===== src/rtl/core/gb5_pkg.sv =====
// ----------------------------------------------------------------------------
// gb5_pkg: shared definitions for the 5x5 Gaussian blur
// Pixel and control types, kernel weights, divider constants and register
// indexes used by the blur core and its submodules.
// ----------------------------------------------------------------------------
package gb5_pkg;

  localparam int MAX_WIDTH    = 4096;
  localparam int COL_W        = $clog2(MAX_WIDTH);
  localparam int WIDTH_REG_W  = 13;
  localparam int HEIGHT_REG_W = 16;
  localparam int EFFW_W       = (COL_W + 1 > WIDTH_REG_W) ? COL_W + 1 : WIDTH_REG_W;

  localparam int PIX_W      = 24;
  localparam int STORE_ROWS = 4;
  localparam int WORD_W     = STORE_ROWS * PIX_W;
  localparam int KSIZE      = 5;
  localparam int NUM_CHAN   = 3;

  localparam logic [WIDTH_REG_W-1:0]  WIDTH_RESET  = 13'd640;
  localparam logic [HEIGHT_REG_W-1:0] HEIGHT_RESET = 16'd480;

  // Largest column sum is 107 * 255, largest total is 273 * 255.
  localparam int COLSUM_W = 15;
  localparam int SUM_W    = 17;

  // Division by the kernel total as a multiply by a rounded-up reciprocal.
  // The error term times the largest sum stays below 2^DIV_SHIFT, so the
  // quotient is exact.
  localparam int KERNEL_TOTAL = 273;
  localparam int DIV_SHIFT    = 25;
  localparam int DIV_MULT     = (2 ** DIV_SHIFT + KERNEL_TOTAL - 1) / KERNEL_TOTAL;
  localparam int MULT_W       = $clog2(DIV_MULT + 1);
  localparam int PROD_W       = SUM_W + MULT_W;

  typedef logic [7:0] chan_t;

  typedef struct packed {
    chan_t blue;
    chan_t green;
    chan_t red;
  } pixel_t;

  typedef struct packed {
    logic             emit;
    logic             last;
    logic [KSIZE-1:0] col_ok;
    logic [KSIZE-1:0] row_ok;
  } tap_ctrl_t;

  typedef struct packed {
    pixel_t pix;
    logic   last;
  } result_t;

  typedef enum logic {
    REG_WIDTH  = 1'b0,
    REG_HEIGHT = 1'b1
  } reg_idx_t;

  // Indexed [row][column].
  localparam logic [5:0] GAUSS_W [KSIZE][KSIZE] = '{
    '{6'd1, 6'd4,  6'd7,  6'd4,  6'd1},
    '{6'd4, 6'd16, 6'd26, 6'd16, 6'd4},
    '{6'd7, 6'd26, 6'd41, 6'd26, 6'd7},
    '{6'd4, 6'd16, 6'd26, 6'd16, 6'd4},
    '{6'd1, 6'd4,  6'd7,  6'd4,  6'd1}
  };

endpackage


===== src/rtl/core/gb5_kernel.sv =====
// ----------------------------------------------------------------------------
// gb5_kernel: 5x5 window and weighted sum
// Shifts column vectors into the window, forms masked weighted column sums,
// adds them and divides by the kernel total.
// ----------------------------------------------------------------------------
module gb5_kernel import gb5_pkg::*; (
  input  logic                   clk,
  input  logic                   rst,
  input  logic                   adv,
  input  logic                   vec_valid,
  input  pixel_t [KSIZE-1:0]     vec,
  input  tap_ctrl_t              ctrl,
  output logic                   res_valid,
  output result_t                res
);

  function automatic chan_t chan_of(input pixel_t p, input int c);
    chan_t v;
    case (c)
      0:       v = p.red;
      1:       v = p.green;
      default: v = p.blue;
    endcase
    return v;
  endfunction

  pixel_t            win [KSIZE][KSIZE];  // [column][row]
  logic              s2_valid;
  tap_ctrl_t         s2_ctrl;
  logic              s3_valid;
  logic              s3_last;
  logic [COLSUM_W-1:0] colsum [NUM_CHAN][KSIZE];
  logic [COLSUM_W-1:0] colsum_next [NUM_CHAN][KSIZE];
  logic              s4_valid;
  logic              s4_last;
  logic [SUM_W-1:0]  s4_sum [NUM_CHAN];
  logic [SUM_W-1:0]  sum_next [NUM_CHAN];
  logic [PROD_W-1:0] prod [NUM_CHAN];

  always_ff @(posedge clk) begin
    if (rst) begin
      for (int p = 0; p < KSIZE; p++) begin
        for (int q = 0; q < KSIZE; q++) begin
          win[p][q] <= '0;
        end
      end
    end else if (adv && vec_valid) begin
      for (int p = 0; p < KSIZE - 1; p++) begin
        for (int q = 0; q < KSIZE; q++) begin
          win[p][q] <= win[p+1][q];
        end
      end
      for (int q = 0; q < KSIZE; q++) begin
        win[KSIZE-1][q] <= vec[q];
      end
    end
  end

  // Taps outside the image contribute nothing; the divisor stays fixed.
  always_comb begin
    for (int c = 0; c < NUM_CHAN; c++) begin
      for (int p = 0; p < KSIZE; p++) begin
        colsum_next[c][p] = '0;
        for (int q = 0; q < KSIZE; q++) begin
          if (s2_ctrl.col_ok[p] && s2_ctrl.row_ok[q]) begin
            colsum_next[c][p] = colsum_next[c][p] +
                COLSUM_W'(GAUSS_W[q][p]) * COLSUM_W'(chan_of(win[p][q], c));
          end
        end
      end
    end
  end

  always_comb begin
    for (int c = 0; c < NUM_CHAN; c++) begin
      sum_next[c] = '0;
      for (int p = 0; p < KSIZE; p++) begin
        sum_next[c] = sum_next[c] + SUM_W'(colsum[c][p]);
      end
    end
  end

  always_ff @(posedge clk) begin
    if (rst) begin
      s2_valid <= 1'b0;
      s3_valid <= 1'b0;
      s4_valid <= 1'b0;
    end else if (adv) begin
      s2_valid <= vec_valid && ctrl.emit;
      s3_valid <= s2_valid;
      s4_valid <= s3_valid;
    end
  end

  always_ff @(posedge clk) begin
    if (adv) begin
      s2_ctrl <= ctrl;
      s3_last <= s2_ctrl.last;
      colsum  <= colsum_next;
      s4_last <= s3_last;
      s4_sum  <= sum_next;
    end
  end

  always_comb begin
    for (int c = 0; c < NUM_CHAN; c++) begin
      prod[c] = PROD_W'(s4_sum[c]) * PROD_W'(DIV_MULT);
    end
  end

  assign res_valid     = s4_valid;
  assign res.pix.red   = prod[0][DIV_SHIFT +: 8];
  assign res.pix.green = prod[1][DIV_SHIFT +: 8];
  assign res.pix.blue  = prod[2][DIV_SHIFT +: 8];
  assign res.last      = s4_last;

endmodule


===== config.mk =====
export PLATFORM = sky130hd
export DESIGN_NAME = gb5_kernel
export DESIGN_NICKNAME = d
export VERILOG_FILES = /design/src/rtl/core/gb5_pkg.sv /design/src/rtl/core/gb5_kernel.sv
export SDC_FILE = /design/constraint.sdc
export NUM_CORES = 2
export LEC_CHECK = 0
export CAP_MARGIN = 40
export CORE_MARGIN = 2
export CORE_UTILIZATION = 50
export CTS_BUF_LIST = sky130_fd_sc_hd__clkbuf_8
export CTS_CLUSTER_DIAMETER = 30
export DETAILED_ROUTE_END_ITERATION = 8
export DONT_BUFFER_PORTS = 1
export PLACE_DENSITY_LB_ADDON = 0.08
export RECOVER_POWER = 50
export REMOVE_ABC_BUFFERS = 1
export SKIP_LAST_GASP = 1
export SYNTH_ARGS = -nofsm -noshare
export SYNTH_HDL_FRONTEND = slang
export SYNTH_SLANG_ARGS = --single-unit

===== constraint.sdc =====
create_clock -name clk -period 23.5 [get_ports clk]
set_input_delay 2.35 -clock clk [delete_from_list [all_inputs] [get_ports clk]]
set_output_delay 2.35 -clock clk [all_outputs]
set_load 0.1 [all_outputs]

### Word-level counts from Yosys, hierarchy flattened

Memory sizes are Yosys's and may differ from the RTL's.
Index checks and enable logic that the tools add are counted.

| cells by class | value |
|---|---|
| add/sub/neg operators | 72 |
| multipliers | 30 |
| mux-type cells | 168 |
| bitwise operators | 25 |
| reduce and logical (&&, ||, !) cells | 27 |

Operator list:

| operator | count |
|---|---|
| 15-bit two-way mux | 60 |
| 24-bit two-way mux | 25 |
| 8-bit two-way mux | 69 |
| 15-bit by 10-bit adder with 15-bit output | 18 |
| 15-bit by 12-bit adder with 15-bit output | 12 |
| 15-bit by 13-bit adder with 15-bit output | 12 |
| 4-bit by 8-bit multiplier with 12-bit output (first input constant) | 12 |
| 15-bit by 11-bit adder with 15-bit output | 9 |
| 3-bit by 8-bit multiplier with 11-bit output (first input constant) | 12 |
| 17-bit by 15-bit adder with 17-bit output | 6 |
| 17-bit by 17-bit multiplier with 33-bit output (second input constant) | 3 |
| 15-bit by 8-bit adder with 15-bit output | 6 |
| 10-bit two-way mux | 6 |
| 16-bit by 15-bit adder with 17-bit output | 3 |
| 15-bit by 15-bit adder with 16-bit output | 3 |
| 15-bit by 14-bit adder with 15-bit output | 3 |
| 6-bit by 8-bit multiplier with 14-bit output (first input constant) | 3 |
| 11-bit two-way mux | 3 |
| 1-bit logical AND | 27 |
| 1-bit bitwise OR | 25 |
| 1-bit two-way mux | 5 |

| storage, ports and cells | value |
|---|---|
| flip-flop bits (word level) | 292 |
| bits in writable memories | 600 |
| input bits | 136 |
| output and inout port bits | 26 |
| logic and storage cells | 349 |
| memories kept | 1 |

Memories:

| memory | words | width | read ports | clocked after memory_dff | wr ports | line | text |
|---|---|---|---|---|---|---|---|
| win | 5 | 120 | 5 | 0 | 5 | gb5_kernel.sv:27 | `pixel_t win [KSIZE][KSIZE];` |

### Logic depth before layout (Yosys ltp)

| depth | value |
|---|---|
| word-level depth | 12 |
| depth in mapped cells | 40 |
| gate-level depth less buffers | 40 |

### Worst setup path before layout

No wires, ideal clock.

| path | value |
|---|---|
| path kind | in2reg |
| start point | input port rst |
| end point | memory win[0][0] (netlist name), enable pin |
| library setup time | 1076 ps |
| arrival | 17098 ps |
| data required time | 22424 ps |
| setup slack | 5326 ps |
| cell stages on the path | 3 |
| buffers on the path | 2 |
| cells stage by stage | clkbuf_1 clkbuf_1 nand2b_1 |

RTL lines:

| item | line | text |
|---|---|---|
| start: declaration | gb5_kernel.sv:8 | `input logic rst,` |
| end: declaration | gb5_kernel.sv:27 |  |

==> flow_summary.html <==
<table>
<tr><th>Metric</th><th>Value</th></tr>
<tr><th colspan="2">Worst setup path</th></tr>
<tr><td>Worst reg2reg path depth</td><td>21</td></tr>
<tr><td>Crit end category</td><td>register</td></tr>
<tr><td>Delay of the slowest critical-path stage</td><td>6010 ps</td></tr>
<tr><td>Largest fanout on the critical path</td><td>282</td></tr>
<tr><td>Worst setup path class</td><td>input port to register</td></tr>
<tr><td>Category of the worst setup path launch point</td><td>input port</td></tr>
<tr><td>Crit-path cells</td><td>nand2_1, clkbuf_1, nor2_4, clkbuf_1, clkbuf_1, and2_1</td></tr>
<tr><td>Worst setup slack for register-to-register paths</td><td>14700 ps</td></tr>
<tr><td>Reg-to-reg critical path endpoint</td><td>colsum[221]</td></tr>
<tr><td>Critical path required time</td><td>24250 ps</td></tr>
<tr><td>Worst R2R Start</td><td>s2_ctrl[2]</td></tr>
<tr><td>Cell repeated most along the worst path</td><td>sky130_fd_sc_hd__clkbuf_1</td></tr>
<tr><td>WP data arrival</td><td>12710 ps</td></tr>
<tr><td>Standard cell with the maximum stage delay on the critical path</td><td>sky130_fd_sc_hd__clkbuf_1</td></tr>
<tr><th colspan="2">GRT</th></tr>
<tr><td>Aggregate global-route resource usage</td><td>26.5%</td></tr>
<tr><td>Largest net degree at the start of global routing</td><td>283</td></tr>
<tr><td>Grt ovf</td><td>0</td></tr>
<tr><td>Initial antenna violation count</td><td>5</td></tr>
<tr><td>Number of global-route vias before repair</td><td>65399</td></tr>
<tr><td>Wire length of the first global-routing pass</td><td>379 mm</td></tr>
<tr><th colspan="2">STA</th></tr>
<tr><td>Final max-slew violation count</td><td>816</td></tr>
<tr><td>Worst Clk Skew</td><td>49.4 ps</td></tr>
<tr><td>Final setup violation count</td><td>0</td></tr>
<tr><td>Maximum clock rate</td><td>0.0836 GHz</td></tr>
<tr><td>Least-Margin Pin Slew</td><td>8580 ps</td></tr>
<tr><td>Final Hold Slack</td><td>417 ps</td></tr>
<tr><td>Slew headroom</td><td>-472%</td></tr>
<tr><td>Setup_tns</td><td>0 ps</td></tr>
<tr><td>RSZ-0062 raised after global routing</td><td>false</td></tr>
<tr><td>Final-report hold violation count</td><td>0</td></tr>
<tr><td>Min Tclk post-route</td><td>11960 ps</td></tr>
<tr><td>Share of the cycle needed by the critical path after routing</td><td>50.9%</td></tr>
<tr><th colspan="2">Yosys</th></tr>
<tr><td>Sequential area share after synthesis</td><td>28.8%</td></tr>
<tr><td>Count of flip-flops with a built-in enable after synthesis</td><td>877</td></tr>
<tr><td>Share of Yosys cell area claimed by the top area cell type</td><td>28.8%</td></tr>
<tr><td>Async set-or-reset flop fraction in the synthesized netlist</td><td>0%</td></tr>
<tr><td>Number of synthesized register bits</td><td>880</td></tr>
<tr><td>YS warnings</td><td>0</td></tr>
<tr><td>Top cells by area in the synthesized netlist</td><td>sky130_fd_sc_hd__edfxtp_1, sky130_fd_sc_hd__ha_1, sky130_fd_sc_hd__fa_1, sky130_fd_sc_hd__inv_1, sky130_fd_sc_hd__and2_1</td></tr>
<tr><td>Total standard cell area after synthesis</td><td>91600 µm²</td></tr>
<tr><td>Number of distinct standard cells referenced by the synthesized netlist</td><td>99</td></tr>
<tr><td>Post-synth top flop</td><td>sky130_fd_sc_hd__edfxtp_1</td></tr>
<tr><td>Yosys top cell by area</td><td>sky130_fd_sc_hd__edfxtp_1</td></tr>
<tr><td>Gate count after technology mapping</td><td>9233</td></tr>
<tr><td>Syn_area_per_cell</td><td>9.92 µm²</td></tr>
<tr><th colspan="2">Layout</th></tr>
<tr><td>Most common cell after layout, fill and taps aside</td><td>sky130_fd_sc_hd__inv_1</td></tr>
<tr><td># fillers</td><td>16274</td></tr>
<tr><td>Commonest non-fill, non-tap cells in the layout</td><td>sky130_fd_sc_hd__inv_1, sky130_fd_sc_hd__ha_1, sky130_fd_sc_hd__edfxtp_1, sky130_fd_sc_hd__fa_1, sky130_fd_sc_hd__nor2_1</td></tr>
<tr><td>Area overhead of the layout relative to synthesis</td><td>8.92%</td></tr>
<tr><td>Layout cells sized above 1</td><td>6.50%</td></tr>
<tr><td>Fin nets</td><td>11411</td></tr>
<tr><th colspan="2">Clocking</th></tr>
<tr><td>TritonCTS clock tree</td><td>yes</td></tr>
<tr><td>Clock-pin transition on the worst setup and hold timing paths</td><td>60 ps</td></tr>
<tr><td>Clock Path Buffers</td><td>3</td></tr>
<tr><td>Root cell of the clock tree</td><td>sky130_fd_sc_hd__clkbuf_8</td></tr>
<tr><td>Sinks on the clock net</td><td>880</td></tr>
<tr><td>Clock buffers created by TritonCTS</td><td>222</td></tr>
<tr><td>Post-CTS sizing</td><td>0</td></tr>
<tr><td>Quantity of hold-fixing buffers added after cts</td><td>0</td></tr>
<tr><td>Buffers inserted by post-CTS timing repair</td><td>0</td></tr>
<tr><td>Clock latency on the worst-skew pair</td><td>980 ps</td></tr>
<tr><td>Level count of the clock H-tree</td><td>4</td></tr>
<tr><th colspan="2">Place</th></tr>
<tr><td>Total half-perimeter wirelength after legalization and detailed placement</td><td>198 mm</td></tr>
<tr><td>Port bufs</td><td>0</td></tr>
<tr><td>Final GP Congestion</td><td>0.939</td></tr>
<tr><th colspan="2">Routing</th></tr>
<tr><td>Vias after detailed routing</td><td>66059</td></tr>
<tr><td>Detail-routed via count per cell</td><td>5.56</td></tr>
<tr><td>Number of remaining DRC errors</td><td>0</td></tr>
<tr><td>Initial DRT Pass Iterations</td><td>6</td></tr>
<tr><td>DRC violation total after the first TritonRoute iteration</td><td>4745</td></tr>
<tr><td>Routed wirelength normalized by instance count</td><td>20.7 µm</td></tr>
<tr><td>Remaining antenna violation count</td><td>0</td></tr>
<tr><td>Final wirelength</td><td>246 mm</td></tr>
<tr><th colspan="2">Run status</th></tr>
<tr><td>Violated checks</td><td>max-capacitance violations, max-slew violations</td></tr>
<tr><td>Outcome</td><td>complete, but fails checks</td></tr>
<tr><th colspan="2">Floorplan</th></tr>
<tr><td>Floorplan core area</td><td>182000 µm²</td></tr>
<tr><td>Die extent in x</td><td>432 µm</td></tr>
<tr><td>Core Rows</td><td>157</td></tr>
<tr><td>IO Count</td><td>162</td></tr>
<tr><td>Die Area</td><td>187000 µm²</td></tr>
<tr><td>Initial core utilization</td><td>50.2%</td></tr>
<tr><td>Vert. Die Dim</td><td>432 µm</td></tr>
<tr><th colspan="2">Hold path</th></tr>
<tr><td>Min-Delay Startpoint</td><td>s2_ctrl[10]</td></tr>
<tr><td>Cell depth of the worst hold path</td><td>0</td></tr>
<tr><td>Type of the tightest min-delay check</td><td>register to register</td></tr>
<tr><td>WHS Endpoint</td><td>s3_last</td></tr>
<tr><th colspan="2">Job</th></tr>
<tr><td>Max-cap violations</td><td>12</td></tr>
</table>
[synthesized netlist by cell type (25+ instances only)]
library cell,number
sky130_fd_sc_hd__a211oi_1,76
sky130_fd_sc_hd__a21o_1,184
sky130_fd_sc_hd__a21oi_1,485
sky130_fd_sc_hd__a22o_1,28
sky130_fd_sc_hd__a22oi_1,51
sky130_fd_sc_hd__a31oi_1,56
sky130_fd_sc_hd__and2_1,564
sky130_fd_sc_hd__and3_1,142
sky130_fd_sc_hd__buf_1,31
sky130_fd_sc_hd__buf_4,25
sky130_fd_sc_hd__clkbuf_1,191
sky130_fd_sc_hd__edfxtp_1,877
sky130_fd_sc_hd__fa_1,627
sky130_fd_sc_hd__ha_1,1344
sky130_fd_sc_hd__inv_1,1342
sky130_fd_sc_hd__mux2_2,86
sky130_fd_sc_hd__mux2i_1,39
sky130_fd_sc_hd__nand2_1,398
sky130_fd_sc_hd__nand2b_1,38
sky130_fd_sc_hd__nand3_1,105
sky130_fd_sc_hd__nor2_1,531
sky130_fd_sc_hd__nor2b_1,96
sky130_fd_sc_hd__nor3_1,248
sky130_fd_sc_hd__o2111ai_1,27
sky130_fd_sc_hd__o211ai_1,52
sky130_fd_sc_hd__o21a_1,117
sky130_fd_sc_hd__o21ai_0,369
sky130_fd_sc_hd__o21bai_1,80
sky130_fd_sc_hd__o31a_1,30
sky130_fd_sc_hd__o31ai_1,40
sky130_fd_sc_hd__or2_2,28
sky130_fd_sc_hd__or3_1,42
sky130_fd_sc_hd__xnor2_1,345
sky130_fd_sc_hd__xor2_1,184
[sequential cells by signal, summed over array words and instances (netlist names)]
register / cells
win: 600
s2_valid: 1
s4_sum: 51
s4_last: 1
s3_valid: 1
s3_last: 1
res_valid: 1
colsum: 213
s2_ctrl: 11
[metrics by stage]
step                      utilization (%)  std cells  instance area (µm²)  setup slack [ps]
after floorplan                         -       8981                90500              3380
after global placement               51.7      11443                94300             14490
after detailed placement             51.9      11465                94700             14910
after CTS                            54.7      11881                99800             13790
after global routing                 54.6      11882                99700             10470
final                                54.6      11884                99700             11540
[area by class of cell]
class,count,area [µm²],area share [%]
Multi-Input combinational cell,6758,59200,59.4
Sequential cell,880,26400,26.5
Inverter,1343,5040,5.05
Clock buffer,225,3100,3.11
Tap cell,2385,2980,2.99
Clock inverter,191,2070,2.08
Timing Repair Buffer,99,886,0.888
Antenna cell,3,7.51,0.00753
[per-layer routing]
layer,routed length [µm],part of all wire [%],global-route usage [%],vias to the layer above
li1,-,-,-,32215
met1,117000,48,38.7,31872
met2,107000,44,40.4,1631
met3,13800,5.6,3.68,341
met4,7760,3.2,8.94,0
met5,0,0,0,-
[worst max-delay path: cells and delay by family]
kind / cells / cell delay [ps]
buf+inv: 3 / 8520
simple gates: 3 / 1310
[kinds of logic (layout without fill, tap and decap cells)]
| family | Yosys count | in the layout | synth area share (%) |
|---|---|---|---|
| DFF | 880 | 880 | 28.8 |
| other | 1 | 9 | 0.00410 |
| and+or+nand+nor | 2317 | 2317 | 13.0 |
| adders and majority gates | 1972 | 1972 | 32.1 |
| xor gates and xnor gates | 529 | 529 | 5.06 |
| AOI/OAI and AO/OA | 1807 | 1807 | 12.9 |
| buffers and inverters | 1600 | 1858 | 6.68 |
| muxes | 127 | 127 | 1.52 |
[worst max path at each step]
stage                           from     endpoint  slack [ps]  cells after the start
after global routing             adv  win[1][113]       10470                      6
after floorplan                  adv    win[0][0]        3380                      2
final                            adv  win[1][115]       11540                      6
after detailed placement  s4_sum[36]       res[8]       14910                     19
after CTS                 s4_sum[36]       res[8]       13790                     19
after global placement    s4_sum[36]       res[6]       14490                     18
Power is not shown: default switching activity piles up to over one toggle a cycle in this logic, so the estimate is an artifact.
